### config.mk
export PLATFORM = sky130hd
export DESIGN_NAME = rtp_pts_generator
export DESIGN_NICKNAME = d
export VERILOG_FILES = /design/src/hw/rtl/rpg_pkg.sv /design/src/hw/rtl/rpg_div.sv /design/src/hw/rtl/rpg_dpath.sv /design/src/hw/rtl/rpg_ctrl.sv /design/src/hw/rtl/rtp_pts_generator.sv
export SDC_FILE = /design/constraint.sdc
export NUM_CORES = 2
export LEC_CHECK = 0
export ABC_AREA = 0
export BUFFER_PORTS_ARGS = -buffer_cell sky130_fd_sc_hd__buf_4
export CAP_MARGIN = 20
export CELL_PAD_IN_SITES_DETAIL_PLACEMENT = 0
export CELL_PAD_IN_SITES_GLOBAL_PLACEMENT = 2
export CORE_AREA = 2 2 321 482
export CTS_CLUSTER_DIAMETER = 50
export DETAILED_ROUTE_END_ITERATION = 8
export DIE_AREA = 0 0 323 484
export PLACE_DENSITY_LB_ADDON = 0.1
export SLEW_MARGIN = 20
export SYNTH_ARGS = -nofsm -noshare
export SYNTH_HDL_FRONTEND = slang
export SYNTH_SLANG_ARGS = --single-unit
### constraint.sdc
create_clock -name aclk -period 24.3 [get_ports aclk]
set_clock_uncertainty 0.15 [all_clocks]
set_input_delay 4.86 -clock aclk [delete_from_list [all_inputs] [get_ports aclk]]
set_output_delay 4.86 -clock aclk [all_outputs]
set_load 0.01 [all_outputs]
### src/hw/rtl/rpg_pkg.sv
`timescale 1ns / 1ps
// ----------------------------------------------------------------------------
// RTP PTS generator package
// Shared widths, register indexes, controller states and the command and
// status bundles between the controller and the datapath.
// ----------------------------------------------------------------------------
package rpg_pkg;

    localparam int TS_W       = 32;   // RTP timestamp
    localparam int WALL_W     = 48;   // wall-clock time
    localparam int GAP_W      = 32;   // gap length
    localparam int PTS_W      = 64;   // presentation timestamp
    localparam int WRATE_W    = 30;   // wall ticks per second
    localparam int RRATE_W    = 20;   // RTP ticks per second
    localparam int CFG_IDX_W  = 1;
    localparam int CFG_DATA_W = 30;
    localparam int IN_DATA_W  = TS_W + WALL_W + GAP_W;

    // The elapsed time is multiplied in two halves through one multiplier.
    localparam int MUL_SPLIT  = WALL_W / 2;
    localparam int PROD_W     = MUL_SPLIT + RRATE_W;
    // Numerator 2*t*r + w and divisor 2*w.
    localparam int NUM_W      = WALL_W + RRATE_W + 2;
    localparam int DEN_W      = WRATE_W + 1;
    localparam int DIV_CNT_W  = $clog2(NUM_W + 1);

    localparam logic [CFG_IDX_W-1:0] CFG_WALL_RATE = 1'b0;
    localparam logic [CFG_IDX_W-1:0] CFG_RTP_RATE  = 1'b1;

    localparam logic [WRATE_W-1:0] WALL_RATE_RST = WRATE_W'(1000);
    localparam logic [RRATE_W-1:0] RTP_RATE_RST  = RRATE_W'(90000);

    typedef enum logic [3:0] {
        ST_IDLE,
        ST_SEL_T,
        ST_MUL_LO,
        ST_MUL_HI,
        ST_SUM,
        ST_NUMER,
        ST_DIV_GO,
        ST_DIV_WAIT,
        ST_ADJ,
        ST_DONE
    } rpg_state_t;

    typedef struct packed {
        logic load;       // capture the input beat
        logic sel_t;      // form the time span to convert
        logic mul_lo;     // low half product
        logic mul_hi;     // high half product
        logic sum;        // join the partial products
        logic numer;      // double and add the rounding term
        logic div_start;  // launch the serial divider
        logic adjust;     // form the amount to add, or the new gap sum
        logic commit;     // update state and the result register
    } rpg_cmd_t;

    typedef struct packed {
        logic kind;       // held beat is a gap report
        logic need_div;   // held beat needs a wall-to-RTP conversion
        logic div_done;   // quotient is ready
        logic out_busy;   // result register full and not taken this cycle
    } rpg_status_t;

endpackage

### src/hw/rtl/rpg_div.sv
`timescale 1ns / 1ps
// ----------------------------------------------------------------------------
// RTP PTS generator serial divider
// Restoring divider, one quotient bit per cycle, NUM_W quotient bits per division.
// ----------------------------------------------------------------------------
module rpg_div (
    input  logic                        aclk,
    input  logic                        aresetn,
    input  logic                        start,
    input  logic [rpg_pkg::NUM_W-1:0]   dividend,
    input  logic [rpg_pkg::DEN_W-1:0]   divisor,
    output logic                        done,
    output logic [rpg_pkg::NUM_W-1:0]   quotient
);
    import rpg_pkg::*;

    logic [NUM_W-1:0]     quo_reg, quo_next;
    logic [DEN_W-1:0]     rem_reg, rem_next;
    logic [DEN_W-1:0]     den_reg, den_next;
    logic [DIV_CNT_W-1:0] cnt_reg, cnt_next;
    logic                 done_reg, done_next;
    logic [DEN_W:0]       rem_shift;
    logic [DEN_W:0]       diff;

    // The dividend shifts out at the top while quotient bits enter below.
    always_comb begin
        rem_shift = {rem_reg, quo_reg[NUM_W-1]};
        diff      = rem_shift - {1'b0, den_reg};
        quo_next  = quo_reg;
        rem_next  = rem_reg;
        den_next  = den_reg;
        cnt_next  = cnt_reg;
        done_next = 1'b0;
        if (start) begin
            quo_next = dividend;
            rem_next = '0;
            den_next = divisor;
            cnt_next = DIV_CNT_W'(NUM_W);
        end else if (cnt_reg != '0) begin
            if (rem_shift >= {1'b0, den_reg}) begin
                rem_next = diff[DEN_W-1:0];
                quo_next = {quo_reg[NUM_W-2:0], 1'b1};
            end else begin
                rem_next = rem_shift[DEN_W-1:0];
                quo_next = {quo_reg[NUM_W-2:0], 1'b0};
            end
            cnt_next  = cnt_reg - 1'b1;
            done_next = (cnt_reg == DIV_CNT_W'(1));
        end
    end

    always_ff @(posedge aclk) begin
        if (!aresetn) begin
            cnt_reg  <= '0;
            done_reg <= 1'b0;
        end else begin
            cnt_reg  <= cnt_next;
            done_reg <= done_next;
        end
        quo_reg <= quo_next;
        rem_reg <= rem_next;
        den_reg <= den_next;
    end

    assign done     = done_reg;
    assign quotient = quo_reg;

endmodule

### src/hw/rtl/rpg_dpath.sv
`timescale 1ns / 1ps
// ----------------------------------------------------------------------------
// RTP PTS generator datapath
// Rate registers, timestamp state, wall-to-RTP conversion and result register.
// ----------------------------------------------------------------------------
module rpg_dpath (
    input  logic                             aclk,
    input  logic                             aresetn,
    input  rpg_pkg::rpg_cmd_t                cmd,
    output rpg_pkg::rpg_status_t             status,
    input  logic                             cfg_wr_en,
    input  logic [rpg_pkg::CFG_IDX_W-1:0]    cfg_index,
    input  logic [rpg_pkg::CFG_DATA_W-1:0]   cfg_wr_data,
    input  logic                             s_tuser,
    input  logic [rpg_pkg::IN_DATA_W-1:0]    s_tdata,
    output logic                             m_tvalid,
    input  logic                             m_tready,
    output logic [rpg_pkg::PTS_W-1:0]        m_tdata,
    output logic                             m_tuser
);
    import rpg_pkg::*;

    // Configuration
    logic [WRATE_W-1:0] wall_rate_reg, wall_rate_next;
    logic [RRATE_W-1:0] rtp_rate_reg, rtp_rate_next;
    logic [WRATE_W-1:0] wall_rate_eff;

    // Held beat
    logic               kind_reg, kind_next;
    logic [TS_W-1:0]    rtp_reg, rtp_next;
    logic [WALL_W-1:0]  wall_reg, wall_next;
    logic [GAP_W-1:0]   gap_reg, gap_next;

    // Conversion pipeline
    logic [WALL_W-1:0]    span_reg, span_next;
    logic [MUL_SPLIT-1:0] mul_a;
    logic [PROD_W-1:0]    prod;
    logic [PROD_W-1:0]    prod_lo_reg, prod_lo_next;
    logic [PROD_W-1:0]    prod_hi_reg, prod_hi_next;
    logic [NUM_W-1:0]     num_reg, num_next;
    logic [PTS_W-1:0]     adj_reg, adj_next;
    logic                 div_done;
    logic [NUM_W-1:0]     quotient;
    logic [PTS_W-1:0]     q64;

    // Architectural state
    logic [PTS_W-1:0]   pts_reg, pts_next;
    logic [TS_W-1:0]    last_rtp_reg, last_rtp_next;
    logic [WALL_W-1:0]  last_wall_reg, last_wall_next;
    logic [PTS_W-1:0]   gap_sum_reg, gap_sum_next;
    logic               gap_pending_reg, gap_pending_next;
    logic               wall_seen;
    logic [TS_W-1:0]    prev_rtp;
    logic [TS_W-1:0]    rtp_delta;

    // Result register
    logic               out_valid_reg, out_valid_next;
    logic [PTS_W-1:0]   out_pts_reg, out_pts_next;
    logic               out_rebased_reg, out_rebased_next;

    assign wall_rate_eff = (wall_rate_reg == '0) ? WRATE_W'(1) : wall_rate_reg;
    assign wall_seen     = (last_wall_reg != '0);
    assign prev_rtp      = (last_rtp_reg == '0) ? rtp_reg : last_rtp_reg;
    // The RTP delta wraps at the timestamp width before it is widened.
    assign rtp_delta     = rtp_reg - prev_rtp;
    assign q64           = quotient[PTS_W-1:0];

    // One multiplier serves both halves of the span.
    assign mul_a = cmd.mul_hi ? span_reg[WALL_W-1:MUL_SPLIT] : span_reg[MUL_SPLIT-1:0];
    assign prod  = PROD_W'(mul_a) * PROD_W'(rtp_rate_reg);

    rpg_div u_div (
        .aclk     (aclk),
        .aresetn  (aresetn),
        .start    (cmd.div_start),
        .dividend (num_reg),
        .divisor  ({wall_rate_eff, 1'b0}),
        .done     (div_done),
        .quotient (quotient)
    );

    always_comb begin
        wall_rate_next = wall_rate_reg;
        rtp_rate_next  = rtp_rate_reg;
        if (cfg_wr_en) begin
            unique case (cfg_index)
                CFG_WALL_RATE: wall_rate_next = cfg_wr_data[WRATE_W-1:0];
                CFG_RTP_RATE:  rtp_rate_next  = cfg_wr_data[RRATE_W-1:0];
                default:       ;
            endcase
        end
    end

    always_comb begin
        kind_next    = kind_reg;
        rtp_next     = rtp_reg;
        wall_next    = wall_reg;
        gap_next     = gap_reg;
        span_next    = span_reg;
        prod_lo_next = prod_lo_reg;
        prod_hi_next = prod_hi_reg;
        num_next     = num_reg;
        adj_next     = adj_reg;

        if (cmd.load) begin
            kind_next = s_tuser;
            rtp_next  = s_tdata[TS_W-1:0];
            wall_next = s_tdata[TS_W+WALL_W-1:TS_W];
            gap_next  = s_tdata[IN_DATA_W-1:TS_W+WALL_W];
        end
        // A backward wall step wraps modulo the wall width.
        if (cmd.sel_t) begin
            span_next = kind_reg ? WALL_W'(gap_reg) : (wall_reg - last_wall_reg);
        end
        if (cmd.mul_lo) begin
            prod_lo_next = prod;
        end
        if (cmd.mul_hi) begin
            prod_hi_next = prod;
        end
        if (cmd.sum) begin
            num_next = {2'b00, prod_hi_reg, {MUL_SPLIT{1'b0}}} + NUM_W'(prod_lo_reg);
        end
        if (cmd.numer) begin
            num_next = {num_reg[NUM_W-2:0], 1'b0} + NUM_W'(wall_rate_eff);
        end
        if (cmd.adjust) begin
            priority if (kind_reg) begin
                adj_next = gap_sum_reg + q64;
            end else if (gap_pending_reg && wall_seen) begin
                adj_next = q64 - gap_sum_reg;
            end else if (gap_pending_reg) begin
                adj_next = '0;
            end else begin
                adj_next = PTS_W'(rtp_delta);
            end
        end
    end

    always_comb begin
        pts_next         = pts_reg;
        last_rtp_next    = last_rtp_reg;
        last_wall_next   = last_wall_reg;
        gap_sum_next     = gap_sum_reg;
        gap_pending_next = gap_pending_reg;
        out_valid_next   = out_valid_reg && !m_tready;
        out_pts_next     = out_pts_reg;
        out_rebased_next = out_rebased_reg;

        if (cmd.commit) begin
            if (kind_reg) begin
                gap_sum_next     = adj_reg;
                gap_pending_next = 1'b1;
            end else begin
                pts_next         = pts_reg + adj_reg;
                last_rtp_next    = rtp_reg;
                out_valid_next   = 1'b1;
                out_pts_next     = pts_reg + adj_reg;
                out_rebased_next = gap_pending_reg;
                if (gap_pending_reg) begin
                    gap_sum_next     = '0;
                    gap_pending_next = 1'b0;
                end else begin
                    last_wall_next = wall_reg;
                end
            end
        end
    end

    always_ff @(posedge aclk) begin
        if (!aresetn) begin
            wall_rate_reg   <= WALL_RATE_RST;
            rtp_rate_reg    <= RTP_RATE_RST;
            pts_reg         <= '0;
            last_rtp_reg    <= '0;
            last_wall_reg   <= '0;
            gap_sum_reg     <= '0;
            gap_pending_reg <= 1'b0;
            out_valid_reg   <= 1'b0;
        end else begin
            wall_rate_reg   <= wall_rate_next;
            rtp_rate_reg    <= rtp_rate_next;
            pts_reg         <= pts_next;
            last_rtp_reg    <= last_rtp_next;
            last_wall_reg   <= last_wall_next;
            gap_sum_reg     <= gap_sum_next;
            gap_pending_reg <= gap_pending_next;
            out_valid_reg   <= out_valid_next;
        end
        kind_reg        <= kind_next;
        rtp_reg         <= rtp_next;
        wall_reg        <= wall_next;
        gap_reg         <= gap_next;
        span_reg        <= span_next;
        prod_lo_reg     <= prod_lo_next;
        prod_hi_reg     <= prod_hi_next;
        num_reg         <= num_next;
        adj_reg         <= adj_next;
        out_pts_reg     <= out_pts_next;
        out_rebased_reg <= out_rebased_next;
    end

    assign status.kind     = kind_reg;
    assign status.need_div = kind_reg || (gap_pending_reg && wall_seen);
    assign status.div_done = div_done;
    assign status.out_busy = out_valid_reg && !m_tready;

    assign m_tvalid = out_valid_reg;
    assign m_tdata  = out_pts_reg;
    assign m_tuser  = out_rebased_reg;

endmodule

### src/hw/rtl/rpg_ctrl.sv
`timescale 1ns / 1ps
// ----------------------------------------------------------------------------
// RTP PTS generator controller
// Sequences one beat at a time through conversion where needed, adjustment and commit.
// ----------------------------------------------------------------------------
module rpg_ctrl (
    input  logic                  aclk,
    input  logic                  aresetn,
    input  logic                  s_tvalid,
    output logic                  s_tready,
    input  rpg_pkg::rpg_status_t  status,
    output rpg_pkg::rpg_cmd_t     cmd
);
    import rpg_pkg::*;

    rpg_state_t state_reg, state_next;

    always_ff @(posedge aclk) begin
        if (!aresetn) begin
            state_reg <= ST_IDLE;
        end else begin
            state_reg <= state_next;
        end
    end

    always_comb begin
        state_next = state_reg;
        cmd        = '0;
        s_tready   = 1'b0;
        unique case (state_reg)
            ST_IDLE: begin
                s_tready = 1'b1;
                if (s_tvalid) begin
                    cmd.load   = 1'b1;
                    state_next = ST_SEL_T;
                end
            end
            ST_SEL_T: begin
                cmd.sel_t  = 1'b1;
                state_next = status.need_div ? ST_MUL_LO : ST_ADJ;
            end
            ST_MUL_LO: begin
                cmd.mul_lo = 1'b1;
                state_next = ST_MUL_HI;
            end
            ST_MUL_HI: begin
                cmd.mul_hi = 1'b1;
                state_next = ST_SUM;
            end
            ST_SUM: begin
                cmd.sum    = 1'b1;
                state_next = ST_NUMER;
            end
            ST_NUMER: begin
                cmd.numer  = 1'b1;
                state_next = ST_DIV_GO;
            end
            ST_DIV_GO: begin
                cmd.div_start = 1'b1;
                state_next    = ST_DIV_WAIT;
            end
            ST_DIV_WAIT: begin
                if (status.div_done) begin
                    state_next = ST_ADJ;
                end
            end
            ST_ADJ: begin
                cmd.adjust = 1'b1;
                state_next = ST_DONE;
            end
            ST_DONE: begin
                // A gap beat gives no result, so it never waits on the output.
                if (status.kind || !status.out_busy) begin
                    cmd.commit = 1'b1;
                    state_next = ST_IDLE;
                end
            end
            default: begin
                state_next = ST_IDLE;
            end
        endcase
    end

endmodule

### src/hw/rtl/rtp_pts_generator.sv
`timescale 1ns / 1ps
// ----------------------------------------------------------------------------
// RTP PTS generator
// Builds a running 64-bit presentation timestamp from RTP timestamps, with
// wall-clock rebasing after reported gaps.
// ----------------------------------------------------------------------------
// Sequencing: after acceptance a plain timestamp beat passes SEL_T, ADJ and DONE;
// one taking the wall-to-RTP path also passes the multiply, numerator and divider
// states; a gap beat gives no result. One beat at a time is in flight, the next
// taken only in IDLE; conversions go through the bit-serial 70-step divider.
// Reset: aresetn, synchronous, clears the PTS, timestamp and gap state, sets
// the rates to 1000 and 90000 ticks per second; no clearing pass is needed.
// ----------------------------------------------------------------------------
module rtp_pts_generator (
    input  logic                             aclk,
    input  logic                             aresetn,
    // Configuration
    input  logic                             cfg_wr_en,
    input  logic [rpg_pkg::CFG_IDX_W-1:0]    cfg_index,
    input  logic [rpg_pkg::CFG_DATA_W-1:0]   cfg_wr_data,
    // Input beats
    input  logic                             s_tvalid,
    output logic                             s_tready,
    input  logic [rpg_pkg::IN_DATA_W-1:0]    s_tdata,  // rtp_timestamp, wall_clock, gap_duration
    input  logic                             s_tuser,  // kind
    // Results
    output logic                             m_tvalid,
    input  logic                             m_tready,
    output logic [rpg_pkg::PTS_W-1:0]        m_tdata,  // pts
    output logic                             m_tuser   // rebased
);
    import rpg_pkg::*;

    rpg_cmd_t    cmd;
    rpg_status_t status;

    rpg_ctrl u_ctrl (
        .aclk     (aclk),
        .aresetn  (aresetn),
        .s_tvalid (s_tvalid),
        .s_tready (s_tready),
        .status   (status),
        .cmd      (cmd)
    );

    rpg_dpath u_dpath (
        .aclk        (aclk),
        .aresetn     (aresetn),
        .cmd         (cmd),
        .status      (status),
        .cfg_wr_en   (cfg_wr_en),
        .cfg_index   (cfg_index),
        .cfg_wr_data (cfg_wr_data),
        .s_tuser     (s_tuser),
        .s_tdata     (s_tdata),
        .m_tvalid    (m_tvalid),
        .m_tready    (m_tready),
        .m_tdata     (m_tdata),
        .m_tuser     (m_tuser)
    );

endmodule
# Word level (Yosys, flattened, before mapping)
# Index checks and enable logic that the tools add are counted.
# word_totals
elab_cells,115
out_inout_bits,67
regBits,851
input_bits,149
# op_classes
magnitude_cmp,1
n_mux,37
bitwise,5
n_reduce_logical,22
n_mul,1
addsub,9
n_eq_ne,13
# op_table
op,n
70-bit two-way mux,4
64-bit two-way mux,4
64-bit adder,2
32-bit two-way mux,3
70-bit by 30-bit adder with 70-bit output,1
68-bit by 44-bit adder with 69-bit output,1
64-bit subtractor,1
48-bit nonzero test,1
48-bit subtractor,1
24-bit by 20-bit multiplier with 44-bit output,1
4-bit one-hot mux with 10 select lines,1
32-bit by 31-bit >= comparator with 1-bit output,1
32-bit zero test,1
32-bit subtractor,1
31-bit two-way mux,1
31-bit subtractor,1
30-bit zero test,1
30-bit two-way mux,1
24-bit two-way mux,1
"4-bit by 3-bit == test with 1-bit output, second input constant",4
1-bit two-way mux,16
4-bit two-way mux,4
7-bit two-way mux,2
"4-bit by 2-bit == test with 1-bit output, second input constant",2
17 further kinds,32

# Longest topological paths before layout
# depth
word_depth,7
ltp_mapped,34
depth_no_buf,31

# Cells and area by module
# Synthesis repeated with hierarchy kept, for this count alone.
# hier_totals
hier_cells,7254
hier_area_um2,67653.6
# modules_own_cells
mod,n_inst,cells_per_inst,area_each_um2
rpg_dpath,1,6540,59742.3
rpg_div,1,671,7601.0
rpg_ctrl,1,43,310.3

# Worst setup path before layout
# No wires, ideal clock.
# synth_path
path_type,register to register
from,register u_ctrl.state_reg[1]
to,"register u_dpath.prod_hi_reg[40], data pin"
setup_slack_ns,14.273
arrival_time_ns,9.612
required_time_ns,23.885
stages_incl_launch_ff,31
n_path_buf,4
synth_period_minus_slack_ns,10.027
path_cell_list,dfxtp_1 > clkbuf_1 > nand2_1 > nor2_1 > clkbuf_1 > mux2_2 > clkbuf_1 > nand2_1 > fa_1 > inv_1 > fa_1 > inv_1 > fa_1 > inv_1 > fa_1 > fa_1 > fa_1 > inv_1 > fa_1 > inv_1 > ha_1 > clkbuf_1 > nand2_1 > or4_1 > o21ai_0 > a31oi_1 > o41ai_1 > o41ai_1 > o21ba_2 > o21ai_1 > xor2_1
# synth_via
elab_chain_cells,4
# synth_rtl
item,line,source
"start, declared",rpg_ctrl.sv:16,"rpg_state_t state_reg, state_next;"
"start signal, assigned",rpg_ctrl.sv:22,state_reg <= state_next;
4-bit by 2-bit == test with 1-bit output,rpg_ctrl.sv:30,unique case (state_reg)
1-bit two-way mux,rpg_ctrl.sv:30,
24-bit two-way mux,rpg_dpath.sv:69,assign mul_a = cmd.mul_hi ? span_reg[WALL_W-1:MUL_SPLIT] : span_reg[MUL_SPLIT-1:0];
24-bit by 20-bit multiplier with 44-bit output,rpg_dpath.sv:70,assign prod = PROD_W'(mul_a) * PROD_W'(rtp_rate_reg);
named net u_dpath.prod[40],rpg_dpath.sv:37,logic [PROD_W-1:0] prod;
"end signal, assigned",rpg_dpath.sv:196,prod_hi_reg <= prod_hi_next;
"end, declared",rpg_dpath.sv:39,"logic [PROD_W-1:0] prod_hi_reg, prod_hi_next;"
# The timed path passes the listed nets, and every way through them passes these cells.
# A chain may end at the register's enable or synchronous reset.

# Worst setup path in the final report
# layout_path
from,register u_ctrl.state_reg[0]
to,"register u_dpath.prod_hi_reg[40], data pin"
# Same word-level chain as after synthesis.

==> results.toml <==
[status]
status = "finished clean"

[setup_path]
arrival_ps = 11070
ff2ff_setup_slack_ps = 13630
critPathMaxStageDelay_ps = 680
worst_path_dominant_cell_family = "adder cells"
timing.critical_path.required_ps = 24690
cpMaxStageDelayCell = "sky130_fd_sc_hd__buf_4"
setup.worst_path.start = "u_ctrl.state_reg[0]$_SDFFE_PN0P_"
worst_setup_path_start_kind = "flop"
r2r-start = "u_ctrl.state_reg[0]$_SDFFE_PN0P_"
worstPathMaxFanout = 62
buffer_and_inverter_count_on_the_worst_path = 5
critical_path_class = "reg2reg"
timing.critical_path.to_type = "flop"
cpMostUsedCell = "sky130_fd_sc_hd__fa_1"

[synthesis]
synth.avg_cell_area_um2 = 9.001
syn-instance-count = 7407
seq_area_frac_synth = 0.3378
number_of_synthesized_flops_with_an_enable_pin = 548
syn_area_um2 = 66670
synth_cell_type_count = 85
synth-async-reset-ratio = 0
synth_top_flop_cell = "sky130_fd_sc_hd__edfxtp_1"
yosys_warnings = 0
postSynthNetCount = 8459
synth.ff_latch_count = 851

[finish]
finalInstanceArea_um2 = 73670
regArea_um2 = 22520
multi_input_area_um2 = 40000
syn2layout_area_growth_pct = 10.50
fillers = 14828
most_common_cell_after_layout_fill_and_taps_aside = "sky130_fd_sc_hd__nand2_1"
finalNetCount = 8453
mostFrequentLayoutCells = "1116 x sky130_fd_sc_hd__nand2_1, 731 x sky130_fd_sc_hd__inv_1, 612 x sky130_fd_sc_hd__a21oi_1"
final_layout_size_suffix_gt1_frac = 0.07342

[clock_tree]
worst_setup_hold_path_clk_slew_ps = 70
cts-hold-fix-buffers = 0
clockRootBuffer = "sky130_fd_sc_hd__clkbuf_16"
ctsLongestPathBuffers = 3
cts-buffers-inserted = 102
cts.htree.levels = 3
cts_resized = 0
worstSkewPairLatency_ps = 760
tritoncts_clock_tree = "built"
clock-sinks = 851
cts_setup_buffers = 0

[detailed_routing]
drt_iter0_drc = 2938
via_count = 52277
route.detailed.drc = 0
vias_per_cell = 5.479
finalWirelength_um = 207400
wl_per_cell_um = 21.73
first_pass_iters = 6
number_of_nets_with_antenna_violations_after_detailed_routing = 0

[place]
globalplace.congestion = 0.9214
pre_cts_slack_ps = 13730
hpwl_um = 161300
io_buffer_count = 215
postPlaceCellArea_um2 = 69970

[global_routing]
largest_net_degree_at_the_start_of_global_routing = 80
grt_antenna_before_repair = 2
vias_in_the_first_global_route = 54203
grt_first_pass_wirelength_um = 319900
global_route.usage.total = 0.2657
grt_overflow = 0

[sta]
final.period_utilization = 0.4393
setup_viol_count_final = 0
final.setup.worst_slack_ps = 13630
final.hold.worst_slack_ps = 305.0
maxClockFrequency_ghz = 0.09368
setup_repair_after_global_routing_missed_its_margin = "no"
setup_tns_ps = 0
hold_violations = 0
worst_rel_slew_slack = 0.2799
timing.final.crit_period_ps = 10670
tightest_slew_ps = 1078
finalMaxSlewViolations = 0

[floorplan]
core_area_um2 = 152400
die_w_um = 323
initial_core_util = 0.4375
num_io_pins = 216
chipHeight_um = 484
placementRows = 176
dieArea_um2 = 156300

[run]
max_cap_viol_count = 0

[hold_path]
hold_path.class = "reg2reg"
worst_min_delay_path_startpoint = "u_dpath.rtp_rate_reg[6]$_SDFFE_PN0P_"
-- routing by layer --
metal  GRT usage  vias up  share of wire
li1            -    25320              -
met1      0.3106    25568           0.40
met2      0.4864     1029           0.52
met3     0.02508      360          0.032
met4      0.1203        0          0.050
met5           0        -              0
-- synthesized netlist by cell type (all sizes together) (31+ instances only) --
library cell | instances | area, um2
o22ai | 43 | 269.0
mux2i | 55 | 550.5
xnor2 | 280 | 2452
a21oi | 613 | 3072
o21bai | 65 | 488.0
nor2b | 47 | 294.0
nor4 | 78 | 503.0
xor2 | 131 | 1147
ha | 503 | 6294
fa | 400 | 8008
o31ai | 38 | 285.3
nor2 | 405 | 1520
nor3 | 93 | 465.5
a31oi | 59 | 369.1
buf | 31 | 132.6
nand2b | 48 | 300.3
and3 | 38 | 237.7
dfxtp | 303 | 6066
edfxtp | 548 | 16460
nand3 | 104 | 520.5
a21o | 169 | 1269
clkbuf | 359 | 1348
a22oi | 73 | 548.0
mux2 | 35 | 394.1
nand2 | 1117 | 4193
a211oi | 52 | 395.4
nand4 | 85 | 531.8
inv | 737 | 2766
o21ai | 315 | 1580
and2 | 277 | 1733
o21a | 39 | 292.8
-- worst reg2reg max path, stage by stage, from the launching register on --
cell,delay (ps)
sky130_fd_sc_hd__dfxtp_1,660
sky130_fd_sc_hd__nand2b_1,290
sky130_fd_sc_hd__nor2_4,350
sky130_fd_sc_hd__buf_4,690
sky130_fd_sc_hd__mux2_2,710
sky130_fd_sc_hd__and2_1,280
sky130_fd_sc_hd__fa_1,540
sky130_fd_sc_hd__inv_1,70
sky130_fd_sc_hd__fa_1,510
sky130_fd_sc_hd__fa_1,520
sky130_fd_sc_hd__inv_1,60
sky130_fd_sc_hd__fa_1,500
sky130_fd_sc_hd__fa_1,520
sky130_fd_sc_hd__fa_1,560
sky130_fd_sc_hd__inv_1,60
sky130_fd_sc_hd__fa_1,520
sky130_fd_sc_hd__inv_1,40
sky130_fd_sc_hd__ha_1,360
sky130_fd_sc_hd__and3_1,250
sky130_fd_sc_hd__nand2_1,80
sky130_fd_sc_hd__or4_1,500
sky130_fd_sc_hd__o21ai_0,430
sky130_fd_sc_hd__a31oi_1,250
sky130_fd_sc_hd__o41ai_1,680
sky130_fd_sc_hd__o41ai_1,270
sky130_fd_sc_hd__o21ba_2,260
sky130_fd_sc_hd__o21ai_1,140
sky130_fd_sc_hd__xor2_1,200
-- area by class of cell --
cell class                      count  area share
Clock inverter                     68     0.01304
Timing Repair Buffer              280     0.02853
Clock buffer                      126     0.03711
Sequential cell                   851      0.3057
Multi-Input combinational cell   5428      0.5429
Inverter                          738     0.03779
Antenna cell                        3   0.0001019
Tap cell                         2047     0.03477
-- final timing paths --
| path | to | depth (start not counted) |
|---|---|---|
| setup / recovery | u_dpath.prod_hi_reg[40]$_DFFE_PP_ | 27 |
| hold / removal | u_dpath.rtp_rate_reg[6]$_SDFFE_PN0P_ | 2 |
| setup reg to reg | u_dpath.prod_hi_reg[40]$_DFFE_PP_ | 27 |
| hold reg to reg | u_dpath.rtp_rate_reg[6]$_SDFFE_PN0P_ | 2 |
-- metrics by stage --
step	cells	utilization
3_5_place_dp	9344	0.4591
3_3_place_gp	9344	0.4591
5_1_grt	9539	0.4834
2_1_floorplan	7407	-
4_1_cts	9538	0.4834
6_report	9541	0.4834
-- kinds of logic after synthesis --
group | count (synthesis) | synth area share
multiplexers | 90 | 0.01417
flip-flops | 851 | 0.3378
XOR/XNOR | 411 | 0.05399
AO/OA/AOI/OAI | 1649 | 0.1525
adder cells (fa/ha/maj) | 903 | 0.2145
buffers and inverters | 1128 | 0.06375
AND/OR/NAND/NOR | 2375 | 0.1633
Power is not shown: default switching activity piles up to over one toggle a cycle in this logic, so the estimate is an artifact.
